<file path="config.mk">
export PLATFORM = sky130hd
export DESIGN_NAME = jls_ctrl
export DESIGN_NICKNAME = d
export VERILOG_FILES = /design/src/jls_pkg.sv /design/src/jls_ctrl.sv
export SDC_FILE = /design/constraint.sdc
export NUM_CORES = 1
export LEC_CHECK = 0
export BUFFER_PORTS_ARGS = -buffer_cell sky130_fd_sc_hd__buf_2
export CORE_UTILIZATION = 57
export CTS_BUF_LIST = sky130_fd_sc_hd__clkbuf_4 sky130_fd_sc_hd__clkbuf_8
export CTS_CLUSTER_SIZE = 40
export DETAILED_ROUTE_END_ITERATION = 8
export PLACE_DENSITY = 0.83
export SYNTH_ARGS = -nofsm -noshare
export SYNTH_HDL_FRONTEND = slang
export SYNTH_SLANG_ARGS = --single-unit
export TNS_END_PERCENT = 10
</file>
<file path="constraint.sdc">
create_clock -name i_clk -period 3.2 [get_ports i_clk]
set_clock_uncertainty 0.2 [all_clocks]
set_input_delay 0.32 -clock i_clk [delete_from_list [all_inputs] [get_ports i_clk]]
set_output_delay 0.32 -clock i_clk [all_outputs]
set_load 0.01 [all_outputs]
</file>
<file path="src/jls_pkg.sv">
// Shared types and constants of the Jacobi grid solver.
// Used by jls_ctrl, jls_dp and the top level; depends on nothing else.
package jls_pkg;

    localparam int MAX_GRID = 64;
    localparam int IDX_W    = $clog2(MAX_GRID);
    localparam int ADDR_W   = 2 * IDX_W;
    localparam int CELLS    = MAX_GRID * MAX_GRID;
    localparam int SIZE_W   = IDX_W + 1;
    localparam int Q_W      = 24;
    localparam int CNT_W    = 20;
    localparam int CFG_W    = 24;
    localparam int REG_W    = 3;
    localparam int STEP_W   = Q_W + 2;
    localparam int SUM_W    = Q_W + 2;
    localparam int DIV_CNT_W = $clog2(Q_W);

    localparam logic [Q_W-1:0] ERR_START = Q_W'(65536);

    localparam logic [REG_W-1:0] REG_GRID_SIZE  = 3'd0;
    localparam logic [REG_W-1:0] REG_TOLERANCE  = 3'd1;
    localparam logic [REG_W-1:0] REG_ITER_LIMIT = 3'd2;
    localparam logic [REG_W-1:0] REG_CORNER_TL  = 3'd3;
    localparam logic [REG_W-1:0] REG_CORNER_TR  = 3'd4;
    localparam logic [REG_W-1:0] REG_CORNER_BL  = 3'd5;
    localparam logic [REG_W-1:0] REG_CORNER_BR  = 3'd6;

    localparam logic KIND_RUN  = 1'b0;
    localparam logic KIND_READ = 1'b1;

    typedef struct packed {
        logic              start_run;
        logic              div_start;
        logic              build_wr;
        logic              cap_old;
        logic              sum_first;
        logic              sum_add;
        logic              sweep_wr;
        logic              sweep_start;
        logic              sweep_end;
        logic              run_done;
        logic              out_read;
        logic [ADDR_W-1:0] addr;
    } t_cmd;

    typedef struct packed {
        logic             div_busy;
        logic             sweep_cont;
        logic [IDX_W-1:0] last;
    } t_status;

endpackage

</file>
<file path="src/jls_ctrl.sv">
// Controller of the Jacobi grid solver: sequencer, address counters, beat handshake.
// Depends on jls_pkg; drives jls_dp through t_cmd.
module jls_ctrl (
    input  logic                 i_clk,
    input  logic                 i_rst_n,
    input  logic                 i_in_valid,
    output logic                 o_in_ready,
    input  logic                 i_kind,
    input  logic [11:0]          i_cell_addr,
    output logic                 o_out_valid,
    input  logic                 i_out_ready,
    input  jls_pkg::t_status     i_sts,
    output jls_pkg::t_cmd        o_cmd
);
    import jls_pkg::*;

    typedef enum logic [3:0] {
        S_IDLE, S_DIV_GO, S_DIV, S_BUILD, S_CHECK, S_SWEEP, S_SWEEP_END,
        S_RUN_END, S_READ_ISSUE, S_READ_DATA
    } t_state;

    t_state           r_state;
    logic [IDX_W-1:0] r_row, r_col;
    logic [2:0]       r_phase;
    logic             r_out_valid;
    logic             accept;
    logic [IDX_W-1:0] inner_last;

    assign o_in_ready = (r_state == S_IDLE) && (!r_out_valid || i_out_ready);
    assign accept     = i_in_valid && o_in_ready;
    assign o_out_valid = r_out_valid;
    assign inner_last = i_sts.last - IDX_W'(1);

    always_comb begin
        o_cmd = '0;
        o_cmd.start_run = accept && (i_kind == KIND_RUN);
        o_cmd.div_start = (r_state == S_DIV_GO);
        o_cmd.build_wr  = (r_state == S_BUILD);
        o_cmd.addr      = {r_row, r_col};
        if (r_state == S_SWEEP) begin
            unique case (r_phase)
                3'd1: o_cmd.addr = {r_row - IDX_W'(1), r_col};
                3'd2: o_cmd.addr = {r_row + IDX_W'(1), r_col};
                3'd3: o_cmd.addr = {r_row, r_col - IDX_W'(1)};
                3'd4: o_cmd.addr = {r_row, r_col + IDX_W'(1)};
                default: o_cmd.addr = {r_row, r_col};
            endcase
            o_cmd.cap_old   = (r_phase == 3'd1);
            o_cmd.sum_first = (r_phase == 3'd2);
            o_cmd.sum_add   = (r_phase == 3'd3) || (r_phase == 3'd4);
            o_cmd.sweep_wr  = (r_phase == 3'd5);
        end
        o_cmd.sweep_start = (r_state == S_CHECK) && i_sts.sweep_cont;
        o_cmd.sweep_end   = (r_state == S_SWEEP_END);
        o_cmd.run_done    = (r_state == S_RUN_END);
        o_cmd.out_read    = (r_state == S_READ_DATA);
    end

    always_ff @(posedge i_clk) begin
        if (!i_rst_n) begin
            r_state     <= S_IDLE;
            r_row       <= '0;
            r_col       <= '0;
            r_phase     <= '0;
            r_out_valid <= 1'b0;
        end else begin
            if (r_out_valid && i_out_ready) begin
                r_out_valid <= 1'b0;
            end
            unique case (r_state)
                S_IDLE: begin
                    if (accept) begin
                        if (i_kind == KIND_RUN) begin
                            r_state <= S_DIV_GO;
                        end else begin
                            r_row   <= i_cell_addr[IDX_W-1:0];
                            r_col   <= i_cell_addr[ADDR_W-1:IDX_W];
                            r_state <= S_READ_ISSUE;
                        end
                    end
                end
                S_DIV_GO: r_state <= S_DIV;
                S_DIV: begin
                    if (!i_sts.div_busy) begin
                        r_row   <= '0;
                        r_col   <= '0;
                        r_state <= S_BUILD;
                    end
                end
                S_BUILD: begin
                    if (r_col == i_sts.last) begin
                        r_col <= '0;
                        r_row <= r_row + IDX_W'(1);
                        if (r_row == i_sts.last) begin
                            r_state <= S_CHECK;
                        end
                    end else begin
                        r_col <= r_col + IDX_W'(1);
                    end
                end
                S_CHECK: begin
                    r_row   <= IDX_W'(1);
                    r_col   <= IDX_W'(1);
                    r_phase <= '0;
                    r_state <= i_sts.sweep_cont ? S_SWEEP : S_RUN_END;
                end
                S_SWEEP: begin
                    if (r_phase == 3'd5) begin
                        r_phase <= '0;
                        if (r_col == inner_last) begin
                            r_col <= IDX_W'(1);
                            r_row <= r_row + IDX_W'(1);
                            if (r_row == inner_last) begin
                                r_state <= S_SWEEP_END;
                            end
                        end else begin
                            r_col <= r_col + IDX_W'(1);
                        end
                    end else begin
                        r_phase <= r_phase + 3'd1;
                    end
                end
                S_SWEEP_END: r_state <= S_CHECK;
                S_RUN_END: begin
                    r_out_valid <= 1'b1;
                    r_state     <= S_IDLE;
                end
                S_READ_ISSUE: r_state <= S_READ_DATA;
                S_READ_DATA: begin
                    r_out_valid <= 1'b1;
                    r_state     <= S_IDLE;
                end
                default: r_state <= S_IDLE;
            endcase
        end
    end

    a_run_starts_divider: assert property (@(posedge i_clk) disable iff (!i_rst_n)
        (accept && i_kind == KIND_RUN) |=> (r_state == S_DIV_GO))
        else $error("run beat did not start the edge divider");

    a_build_in_grid: assert property (@(posedge i_clk) disable iff (!i_rst_n)
        o_cmd.build_wr |-> (r_row <= i_sts.last && r_col <= i_sts.last))
        else $error("build write outside the grid");

    a_sweep_interior: assert property (@(posedge i_clk) disable iff (!i_rst_n)
        o_cmd.sweep_wr |-> (r_row >= IDX_W'(1) && r_row < i_sts.last &&
                            r_col >= IDX_W'(1) && r_col < i_sts.last))
        else $error("sweep wrote a boundary cell");

    a_result_once: assert property (@(posedge i_clk) disable iff (!i_rst_n)
        (r_state == S_RUN_END || r_state == S_READ_DATA) |-> (!r_out_valid || i_out_ready))
        else $error("result would overwrite a pending beat");

endmodule

</file>
### Word-level counts from Yosys, hierarchy flattened

Cells that the tools add are included.

| storage, ports and cells | value |
|---|---|
| bits in read-only memories | 0 |
| memories | 0 |
| latch bits | 0 |
| flip-flop bits (word level) | 20 |
| output and inout bits | 25 |
| bits of input ports | 25 |
| word-level logic and storage cells | 84 |
| RAM bits | 0 |

| operators by class | value |
|---|---|
| bitwise logic cells | 1 |
| muxes and demuxes | 30 |
| equal/unequal tests | 26 |
| $add $sub $neg | 6 |
| $mul | 0 |
| reductions and logical operators | 16 |
| order comparisons | 0 |
| shift-type cells | 0 |
| divide/modulo/power cells | 0 |

Operators with widths:

| operator | count |
|---|---|
| $mux 6 | 11 |
| $pmux 6 s5 | 2 |
| $pmux 12 s4 | 1 |
| $mux 4 | 9 |
| $pmux 4 s8 | 1 |
| $eq 6x6->1 | 4 |
| $sub 6x1->6 const B | 3 |
| $eq 4x3->1 const B | 4 |
| $reduce_and 7->1 | 2 |
| $add 6x1->6 const B | 2 |
| $mux 12 | 1 |
| $ne 2x1->1 const B | 5 |
| $eq 4x2->1 const B | 2 |
| $eq 4x4->1 const B | 2 |
| $eq 3x2->1 const B | 2 |
| $eq 3x3->1 const B | 2 |
| $ne 2x2->1 const B | 3 |
| $pmux 3 s2 | 1 |
| $logic_and 1x1->1 | 5 |
| $reduce_and 5->1 | 1 |
| $reduce_bool 5->1 | 1 |
| $eq 4x1->1 const B | 1 |
| $logic_not 4->1 | 1 |
| $reduce_bool 2->1 | 2 |
| other kinds (9) | 11 |

### Logic depth before layout (Yosys ltp)

Gate-level depths: netlist of the first run.

| depth | value |
|---|---|
| depth in word-level cells | 6 |
| gate-level depth with buffers | 8 |
| gate-level depth less buffers | 8 |

### Worst setup path after synthesis of the first run

Ideal clock, no wire load.

| timing path | value |
|---|---|
| path type | input -> register |
| start | in i_sts[2] (netlist bit) |
| end | reg r_col[1] |
| library setup time | 134 ps |
| stages on the path | 8 |
| path slack | 503 ps |
| buffers on the path | 2 |
| arrival time | 2363 ps |
| data required time | 2866 ps |
| cell sequence | buf_6 or3_1 clkbuf_2 or4_4 a2111oi_4 o211ai_2 a221oi_2 a211oi_1 |

| on the way | value |
|---|---|
| longest elaborated chain between the ends | 5 |
| elaborated cells between the ends (all ways) | 7 |
| those cells by class | add/sub (1); eq/ne (2); mux (4) |

RTL lines:

| what | line | source |
|---|---|---|
| from (decl) | jls_ctrl.sv:12 | `input jls_pkg::t_status i_sts,` |
| $sub 6x1->6 | jls_ctrl.sv:32 | `assign inner_last = i_sts.last - IDX_W'(1);` |
| $eq 6x6->1 | jls_ctrl.sv:110 | `if (r_col == inner_last) begin` |
| $mux 6 | jls_ctrl.sv:110 |  |
| $mux 6 | jls_ctrl.sv:108 | `if (r_phase == 3'd5) begin` |
| $pmux 6 s5 (*) | jls_ctrl.sv:70 | `unique case (r_state)` |
| to (signal assigned) | jls_ctrl.sv:77 | `r_col <= i_cell_addr[ADDR_W-1:IDX_W];` |
| to (signal assigned) | jls_ctrl.sv:98 | `r_col <= r_col + IDX_W'(1);` |
| to (signal assigned) | jls_ctrl.sv:117 | `r_col <= r_col + IDX_W'(1);` |
| to (decl) | jls_ctrl.sv:23 | `logic [IDX_W-1:0] r_row, r_col;` |

Mark *: on every way between the ends. The rest lies on a longest branch, timed or not. The select of a mux whose other input is x is not followed.
A chain may end at the register's enable or synchronous reset.

==> impl_metrics.json, run 1 <==
{
  "synth_fa_ha_area_share_pct": 3.33,
  "register_area_sq_um": 400,
  "fmax_ghz": 0.356,
  "seq_area_frac_synth_pct": 17.8,
  "max_cap_viol_count": 0,
  "cts_hold_buffers": 0,
  "yosys.area_share.simple_pct": 30.0,
  "finalHoldViolations": 0,
  "synth-seq-cells": 20,
  "async_reset_ff_share_pct": 0,
  "track_usage_pct": 32.9,
  "grt.overflow.total": 0,
  "drt_iter0_drc": 221,
  "power.net_switching_mw": 0.857,
  "setup_viol": 0,
  "relSlewSlack_pct": 41.4,
  "yosysUniqueCellTypes": 54,
  "synth_top_family_by_area": "compound AO/OA/AOI/OAI gates",
  "synthCells": 332,
  "fin_setup_tns_ns": 0,
  "ctsResizeCount": 0,
  "h-tree-depth": 1,
  "clock_sinks": 20,
  "drv_slew": 0,
  "hold_path_class": "in -> reg",
  "antenna_cells": 0,
  "grt_pass1_vias": 2260,
  "drc_errors": 0,
  "row_count": 22,
  "grt_pass1_wl_um": 10900,
  "fin_crit_sh_pct": 87.9,
  "muxShareOfSynthArea_pct": 0.444,
  "tightest_slew_ns": 0.874,
  "cts_setup_buffers": 0,
  "synth_nets": 363,
  "drive_gt1_share_pct": 18.3,
  "gr-usage-met3_pct": 6.51,
  "clk_pin_slew_worst_paths_ns": 0.08,
  "crit_fanout": 7,
  "period_minus_slack_ns": 2.81,
  "via_count": 2642,
  "globalRoute.busiestLayer": "met2",
  "synth.most_common_cell": "nor2_1",
  "total_power_mw": 1.71,
  "insertion_delay_ns": 0.26,
  "dieHeight_um": 64.9,
  "cts_tree": "yes",
  "finalWeightedCongestion": 0.936,
  "cp-start-kind": "flop",
  "cts_buffers": 3,
  "crit_required_ns": 2.68,
  "synth_xor_area_share_pct": 8.16,
  "ys_top_cells_by_count": "nor2_1, nand2_1, o21ai_0, clkbuf_1, inv_1",
  "p_seq_share_pct": 29.7,
  "wl_per_cell_um": 15.7,
  "area_growth_pct": 13.7,
  "ys.warnings.count": 0,
  "fp.dieW_um": 64.9,
  "coreArea_sq_um": 3720,
  "syn_avg_cell_area_sq_um": 6.79,
  "antenna_found_initial": 0,
  "synthTopCellsByArea": "dfxtp_1, o21ai_0, nor2_1, nand2_1, xnor2_1",
  "status": "finished, final reports clean",
  "crit_path_end_kind": "primary output",
  "synth_edf_count": 0,
  "drt-pass1-iter-count": 5,
  "p_sw_share_pct": 50.1,
  "yosysTopAreaCell": "dfxtp_1",
  "routed_wl_um": 6530,
  "portBuffers": 49,
  "start_util_pct": 60.6,
  "syn_area_sq_um": 2250,
  "fin_nets": 399,
  "leakagePower_nw": 1.06,
  "post-dp-hpwl_um": 4910,
  "via_per_inst": 6.37,
  "path_class": "reg -> out",
  "fill_cells": 336,
  "power_density_nw_per_um2": 668,
  "grt_start_max_net_pins": 16,
  "ir_worst_vdd_v": 0.000366,
  "combPwrFrac_pct": 58.8,
  "multiInputGateArea_sq_um": 1670,
  "synth_ff_type": "dfxtp_1",
  "ant_nets": 0,
  "io_pins": 50,
  "synth-compound-area-share_pct": 32.0,
  "rsz0062_at_grt": "no",
  "p_int_mw": 0.854,
  "grtUsageMet1_pct": 46.3,
  "use_met2_pct": 50.4,
  "clkPwrFrac_pct": 11.5,
  "synth_top_area_share_pct": 17.8,
  "root_buffer": "clkbuf_8",
  "arrival_ns": 2.29,
  "die_area_sq_um": 4210,
  "clockBufferDepth": 2
}
==> layout make-up <==
class | count | share of cell area [%]
multi-input combinational | 265 | 65.0
sequential | 20 | 15.6
timing repair buffer | 56 | 11.6
inverter | 22 | 3.22
tap | 48 | 2.34
clock buffer | 4 | 2.15
==> power groups by stage <==
stage                     clock, mW  combinational (mW)  sequential, mW
after floorplan                   0               0.855           0.371
after global placement            0               0.962           0.503
after detailed placement          0               0.986           0.504
after CTS                     0.196               0.993           0.501
after global routing          0.211                1.13           0.521
final                         0.197                1.01           0.508
==> flip-flops by register name, indices dropped and copies added, names as in the netlist <==
name / cells
o_out_valid: 1
r_row: 6
r_col: 6
r_phase: 3
r_state: 4
==> path summary, 6_finish.rpt <==
kind	slack, ns	start	endpoint	cells past startpoint
setup reg to reg	0.51	r_col[5]$_SDFFE_PN0P_	r_col[1]$_SDFFE_PN0P_	6
hold / removal	0.15	i_cell_addr[10]	r_col[4]$_SDFFE_PN0P_	3
setup / recovery	0.39	r_phase[2]$_SDFFE_PN0N_	o_cmd[3]	6
hold reg to reg	0.35	o_out_valid$_SDFFE_PN0P_	o_out_valid$_SDFFE_PN0P_	2
==> layout by cell type, fill, tap and decap left out, types with 2 or more instances in the layout <==
cell | synthesis | routed
nor3_1 | 10 | 10
or3_1 | 4 | 4
o22ai_1 | 7 | 7
clkbuf_8 | 0 | 4
ha_1 | 6 | 6
nand2_1 | 31 | 31
o32ai_1 | 3 | 3
o211ai_1 | 2 | 2
nor2_1 | 32 | 32
nand3_1 | 14 | 14
xnor2_1 | 13 | 13
a22oi_1 | 8 | 8
inv_1 | 22 | 22
buf_2 | 1 | 49
dfxtp_1 | 20 | 20
xor2_1 | 8 | 8
a221o_1 | 2 | 2
a21oi_1 | 18 | 18
o31ai_1 | 7 | 7
and2_1 | 4 | 4
nand3b_1 | 4 | 4
nor3b_1 | 3 | 3
o221ai_1 | 5 | 5
o21ai_0 | 27 | 27
buf_4 | 0 | 7
o311ai_0 | 2 | 2
a211oi_1 | 6 | 6
or4_1 | 2 | 2
nand4_1 | 6 | 6
nor2b_1 | 8 | 8
a221oi_2 | 2 | 2
and3_1 | 4 | 4
nand2b_1 | 6 | 6
a32o_1 | 2 | 2
==> kinds of logic (layout without fill, tap and decap cells) <==
| family | Yosys count | in the layout |
|---|---|---|
| adders and majority gates | 6 | 6 |
| DFF | 20 | 20 |
| buffers and inverters | 47 | 82 |
| and+or+nand+nor | 134 | 134 |
| muxes | 1 | 1 |
| xor gates and xnor gates | 21 | 21 |
| AOI/OAI and AO/OA | 103 | 103 |
==> metrics by stage <==
step | utilization (%) | hold WS [ns] | std cells | instance area [sq um] | setup WS (ns)
after detailed placement | 67.5 | 0.338 | 411 | 2510 | 0.286
after global routing | 69.0 | 0.151 | 415 | 2560 | 0.110
final | 69.0 | 0.151 | 415 | 2560 | 0.389
after global placement | 67.5 | 0.335 | 411 | 2510 | 0.347
after CTS | 69.0 | 0.146 | 415 | 2560 | 0.442
after floorplan | - | 0.274 | 332 | 2250 | 0.503
==> per-layer routing <==
| metal | routed length, um | vias to the layer above |
|---|---|---|
| met4 | 148 | 0 |
| met2 | 2940 | 134 |
| met5 | 0 | - |
| met1 | 2890 | 1215 |
| li1 | - | 1275 |
| met3 | 554 | 18 |
==> worst max-delay path: stages (launching register included) <==
cell and delay (ns):
dfxtp_1 0.45, inv_1 0.15, nor3_1 0.54, o21ai_0 0.39, a21oi_1 0.22, o22ai_1 0.12, buf_2 0.15
Power figures use the tool's default switching activity.
==> run 2, diff against run 1 <==
PLACE_DENSITY = 0.89   (was 0.83)
==> impl_metrics.json, run 2 (synthesis gave the netlist of run 1 again) <==
{
  "status": "finished, final reports clean",
  "setup_viol": 0,
  "arrival_ns": 2.40,
  "h-tree-depth": 1,
  "clk_pin_slew_worst_paths_ns": 0.08,
  "rsz0062_at_grt": "no",
  "cts_tree": "yes",
  "row_count": 22,
  "antenna_found_initial": 0,
  "crit_path_end_kind": "primary output",
  "min_path_cells": 3,
  "reg2reg_from": "r_state[3]$_SDFFE_PN0P_",
  "final_common_cell": "buf_2",
  "grt_pass1_vias": 2317,
  "tightest_slew_ns": 0.943,
  "power_density_nw_per_um2": 671,
  "root_buffer": "clkbuf_8",
  "period_minus_slack_ns": 2.92,
  "area_growth_pct": 14.0,
  "largest_registers": "r_col x6, r_row x6, r_state x4",
  "path_cells": "inv_1 -> nor3_1 -> buf_4 -> o21ai_0 -> buf_4 -> a21oi_1 -> o21ai_0 -> o31ai_1 -> buf_2",
  "register_area_sq_um": 400,
  "r2r_end": "r_col[0]$_SDFFE_PN0P_",
  "drt_iter0_drc": 294,
  "via_per_inst": 6.39,
  "finalHoldViolations": 0,
  "routed_wl_um": 6680,
  "worstHoldEndpoint": "r_col[5]$_SDFFE_PN0P_",
  "crit_fanout": 7,
  "portBuffers": 49,
  "drt-pass1-iter-count": 5,
  "drc_errors": 0,
  "coreArea_sq_um": 3720,
  "r2r_cells": 7,
  "grt_pass1_wl_um": 10900,
  "multiInputGateArea_sq_um": 1670,
  "leakagePower_nw": 1.06,
  "place_inst": 412,
  "post-dp-hpwl_um": 4920,
  "cts_hold_buffers": 0,
  "fill_cells": 314,
  "cts_setup_buffers": 0,
  "wl_per_cell_um": 16.1,
  "cp-start-kind": "flop",
  "fin_setup_tns_ns": 0,
  "fmax_ghz": 0.342,
  "path_class": "reg -> out",
  "io_pins": 50,
  "hold_path_class": "in -> reg",
  "fin_nets": 400,
  "crit_required_ns": 2.68,
  "antenna_cells": 0,
  "critPathSlowestCell": "o21ai_0",
  "finalWeightedCongestion": 0.910,
  "ir_worst_vdd_v": 0.000333,
  "clock_sinks": 20,
  "track_usage_pct": 33.0,
  "die_area_sq_um": 4210,
  "r2r_setup_slack_ns": 0.50,
  "max_cap_viol_count": 0,
  "ctsResizeCount": 0,
  "cts_buffers": 3,
  "drive_gt1_share_pct": 18.5,
  "grt.overflow.total": 0,
  "ant_nets": 0,
  "fp.dieW_um": 64.9,
  "clockBufferDepth": 2,
  "stdcell_count": 416,
  "grt_start_max_net_pins": 15,
  "final_cell_mix": "buf_2, nor2_1, nand2_1",
  "relSlewSlack_pct": 37.0,
  "dieHeight_um": 64.9,
  "hp-start": "i_cell_addr[11]",
  "insertion_delay_ns": 0.26,
  "drv_slew": 0,
  "start_util_pct": 60.6,
  "via_count": 2657,
  "fin_crit_sh_pct": 91.4,
  "max_stage_delay_ns": 0.66
}
run 2: changes by cell type in the layout (fill, tap and decap cells not counted):
cell and delta:
buf_4 +1
run 2: cell type report:
cell class	count	area share (%)
Multi-Input combinational cell	265	64.8
Sequential cell	20	15.6
Timing Repair Buffer	57	11.9
Inverter	22	3.21
Tap cell	48	2.34
Clock buffer	4	2.14
run 2: power by group:
| group | switching, mW | internal [mW] | total (mW) |
|---|---|---|---|
| Clock | 0.0895 | 0.110 | 0.199 |
| Combinational | 0.599 | 0.430 | 1.03 |
| Sequential | 0.177 | 0.320 | 0.497 |
| Total | 0.865 | 0.860 | 1.73 |
run 2: critical path, delay by kind of cell, from the launching register on:
family / cells / cell delay, ns
flip-flops: 1 / 0.39
buffers and inverters: 4 / 0.76
AO/OA/AOI/OAI: 4 / 0.94
AND/OR/NAND/NOR: 1 / 0.07
run 2: worst max path at each step:
stage | startpoint | end | slack, ns | cells after the start
2_1_floorplan | i_sts[2] | r_col[1]$_SDFFE_PN0P_ | 0.50 | 8
3_3_place_gp | i_sts[0] | r_col[1]$_SDFFE_PN0P_ | 0.35 | 7
3_5_place_dp | i_sts[0] | r_col[1]$_SDFFE_PN0P_ | 0.30 | 7
4_1_cts | r_state[2]$_SDFFE_PN0P_ | o_cmd[5] | 0.32 | 8
5_1_grt | r_state[2]$_SDFFE_PN0P_ | o_cmd[5] | 0.03 | 8
6_report | r_phase[2]$_SDFFE_PN0N_ | o_cmd[5] | 0.28 | 9
run 2: metrics by stage:
stage	utilization (%)	total power, mW	cell area [sq um]	hold WS [ns]	setup slack, ns
finish	69.2	1.73	2570	0.151	0.275
global placement	67.7	1.47	2510	0.333	0.352
CTS	69.2	1.70	2570	0.146	0.318
global route	69.2	1.84	2570	0.171	0.0323
floorplan	-	1.23	2250	0.274	0.503
detailed placement	67.7	1.49	2510	0.347	0.303
run 2: metal layers:
metal  vias up  track usage [%]  wire length, um  share of wire, %
met2       166             53.6             3050                46
met3        20             6.16              640               9.6
li1       1278                -                -                 -
met4         0             13.3              184               2.8
met1      1193             42.5             2800                42
met5         -                0                0                 0
==> run 3, diff against run 2 <==
GPL_TIMING_DRIVEN = 0   (was default)
==> impl_metrics.json, run 3 (synthesis gave the netlist of run 1 again) <==
{
  "largest_registers": "r_col x6, r_row x6, r_state x4",
  "r2r_setup_slack_ns": 0.31,
  "fp.dieW_um": 64.9,
  "fin_crit_sh_pct": 96.0,
  "drv_slew": 0,
  "crit_required_ns": 2.68,
  "cts_setup_buffers": 0,
  "drc_errors": 0,
  "crit_fanout": 10,
  "fmax_ghz": 0.326,
  "fin_nets": 414,
  "leakagePower_nw": 1.06,
  "finalHoldViolations": 0,
  "combPwrFrac_pct": 65.8,
  "grt.overflow.total": 0,
  "wl_per_cell_um": 16.0,
  "clock_sinks": 20,
  "setup.worst_path.end": "o_cmd[8]",
  "relSlewSlack_pct": 37.6,
  "portBuffers": 46,
  "antenna_cells": 0,
  "clkPwrFrac_pct": 11.7,
  "row_count": 22,
  "dieHeight_um": 64.9,
  "period_minus_slack_ns": 3.07,
  "root_buffer": "clkbuf_8",
  "io_pins": 50,
  "fin_setup_tns_ns": 0,
  "hold_path_class": "in -> reg",
  "max_cap_viol_count": 0,
  "setup_viol": 0,
  "cts_tree": "yes",
  "area_growth_pct": 16.2,
  "grt_start_max_net_pins": 12,
  "place_inst": 426,
  "total_power_mw": 1.77,
  "post-dp-hpwl_um": 5010,
  "ir_worst_vdd_v": 0.000329,
  "critPathLaunch": "r_state[0]$_SDFFE_PN0P_",
  "reg2reg_from": "r_state[0]$_SDFFE_PN0P_",
  "start_util_pct": 60.6,
  "finalWeightedCongestion": 0.941,
  "rsz0062_at_grt": "no",
  "ant_nets": 0,
  "insertion_delay_ns": 0.27,
  "finish.utilization_pct": 70.5,
  "final_common_cell": "buf_2",
  "p_int_mw": 0.874,
  "stdcell_count": 430,
  "routed_wl_um": 6900,
  "path_class": "reg -> out",
  "power_density_nw_per_um2": 676,
  "cts_buffers": 3,
  "status": "finished, final reports clean",
  "drt-pass1-iter-count": 6,
  "track_usage_pct": 33.4,
  "cp-start-kind": "flop",
  "via_count": 2761,
  "power.net_switching_mw": 0.897,
  "drive_gt1_share_pct": 16.2,
  "r2r_end": "r_row[0]$_SDFFE_PN0P_",
  "tightest_slew_ns": 0.929,
  "via_per_inst": 6.42,
  "antenna_found_initial": 0,
  "r2r_cells": 8,
  "clockBufferDepth": 2,
  "h-tree-depth": 1,
  "coreArea_sq_um": 3720,
  "p_sw_share_pct": 50.7,
  "clk_pin_slew_worst_paths_ns": 0.08,
  "die_area_sq_um": 4210,
  "final_cell_mix": "buf_2, nor2_1, nand2_1",
  "grt_pass1_vias": 2389,
  "grt_pass1_wl_um": 11000,
  "p_seq_share_pct": 22.5,
  "drt_iter0_drc": 328,
  "crit_path_end_kind": "primary output",
  "arrival_ns": 2.55
}
-- run 3: how the worst min path moves through the flow --
stage / start / endpoint / slack (ns) / cells after the start
after floorplan: i_cell_addr[10] / r_col[4]$_SDFFE_PN0P_ / 0.27 / 2
after CTS: i_cell_addr[10] / r_col[4]$_SDFFE_PN0P_ / 0.12 / 3
after global placement: o_out_valid$_SDFFE_PN0P_ / o_out_valid$_SDFFE_PN0P_ / 0.33 / 2
after detailed placement: o_out_valid$_SDFFE_PN0P_ / o_out_valid$_SDFFE_PN0P_ / 0.34 / 2
after global routing: i_cell_addr[10] / r_col[4]$_SDFFE_PN0P_ / 0.13 / 3
final: i_cell_addr[10] / r_col[4]$_SDFFE_PN0P_ / 0.11 / 3
-- run 3: through the flow --
| step | hold WS [ns] | instance area [sq um] | worst slack, ns |
|---|---|---|---|
| 6_report | 0.108 | 2620 | 0.128 |
| 5_1_grt | 0.135 | 2620 | 0.00804 |
| 4_1_cts | 0.115 | 2610 | 0.0366 |
| 3_5_place_dp | 0.344 | 2540 | 0.00723 |
| 3_3_place_gp | 0.330 | 2540 | 0.0923 |
| 2_1_floorplan | 0.274 | 2250 | 0.503 |
-- run 3: routing by layer --
metal | up-vias | wire length, um | track usage, % | part of all wire (%)
met3 | 24 | 794 | 5.63 | 12
met1 | 1237 | 2830 | 43.9 | 41
met4 | 0 | 190 | 14.2 | 2.8
met5 | - | 0 | 0 | 0
li1 | 1307 | - | - | -
met2 | 193 | 3080 | 53.3 | 45
-- run 3: what timing repair did --
item,4_1_cts,5_1_grt
gates resized for setup,1,2
pin swaps,0,0
setup endpoints to repair,11,12
hold buffers,0,0
-- run 3: layout make-up --
class | count | area, sq um
plain buffers | 25 | 104
clock buffers | 4 | 55.1
fillers | 331 | 1100
inverters | 22 | 82.6
multi-input cells | 265 | 1690
flip-flops and latches | 20 | 400
well taps | 48 | 60.1
repair buffers | 46 | 230
-- run 3: power by group through the flow --
stage,registers [mW],clock network [mW],logic (mW)
6_report,0.398,0.207,1.17
2_1_floorplan,0.371,0,0.855
5_1_grt,0.406,0.218,1.28
4_1_cts,0.389,0.204,1.13
3_5_place_dp,0.394,0,1.12
3_3_place_gp,0.389,0,1.10
-- run 3: critical path, stage by stage (launching register included) --
cell and delay, ns:
dfxtp_1 0.33, clkbuf_1 0.32, nor4bb_4 0.49, o21ai_0 0.36, clkbuf_1 0.32, o21ai_0 0.29, buf_2 0.18
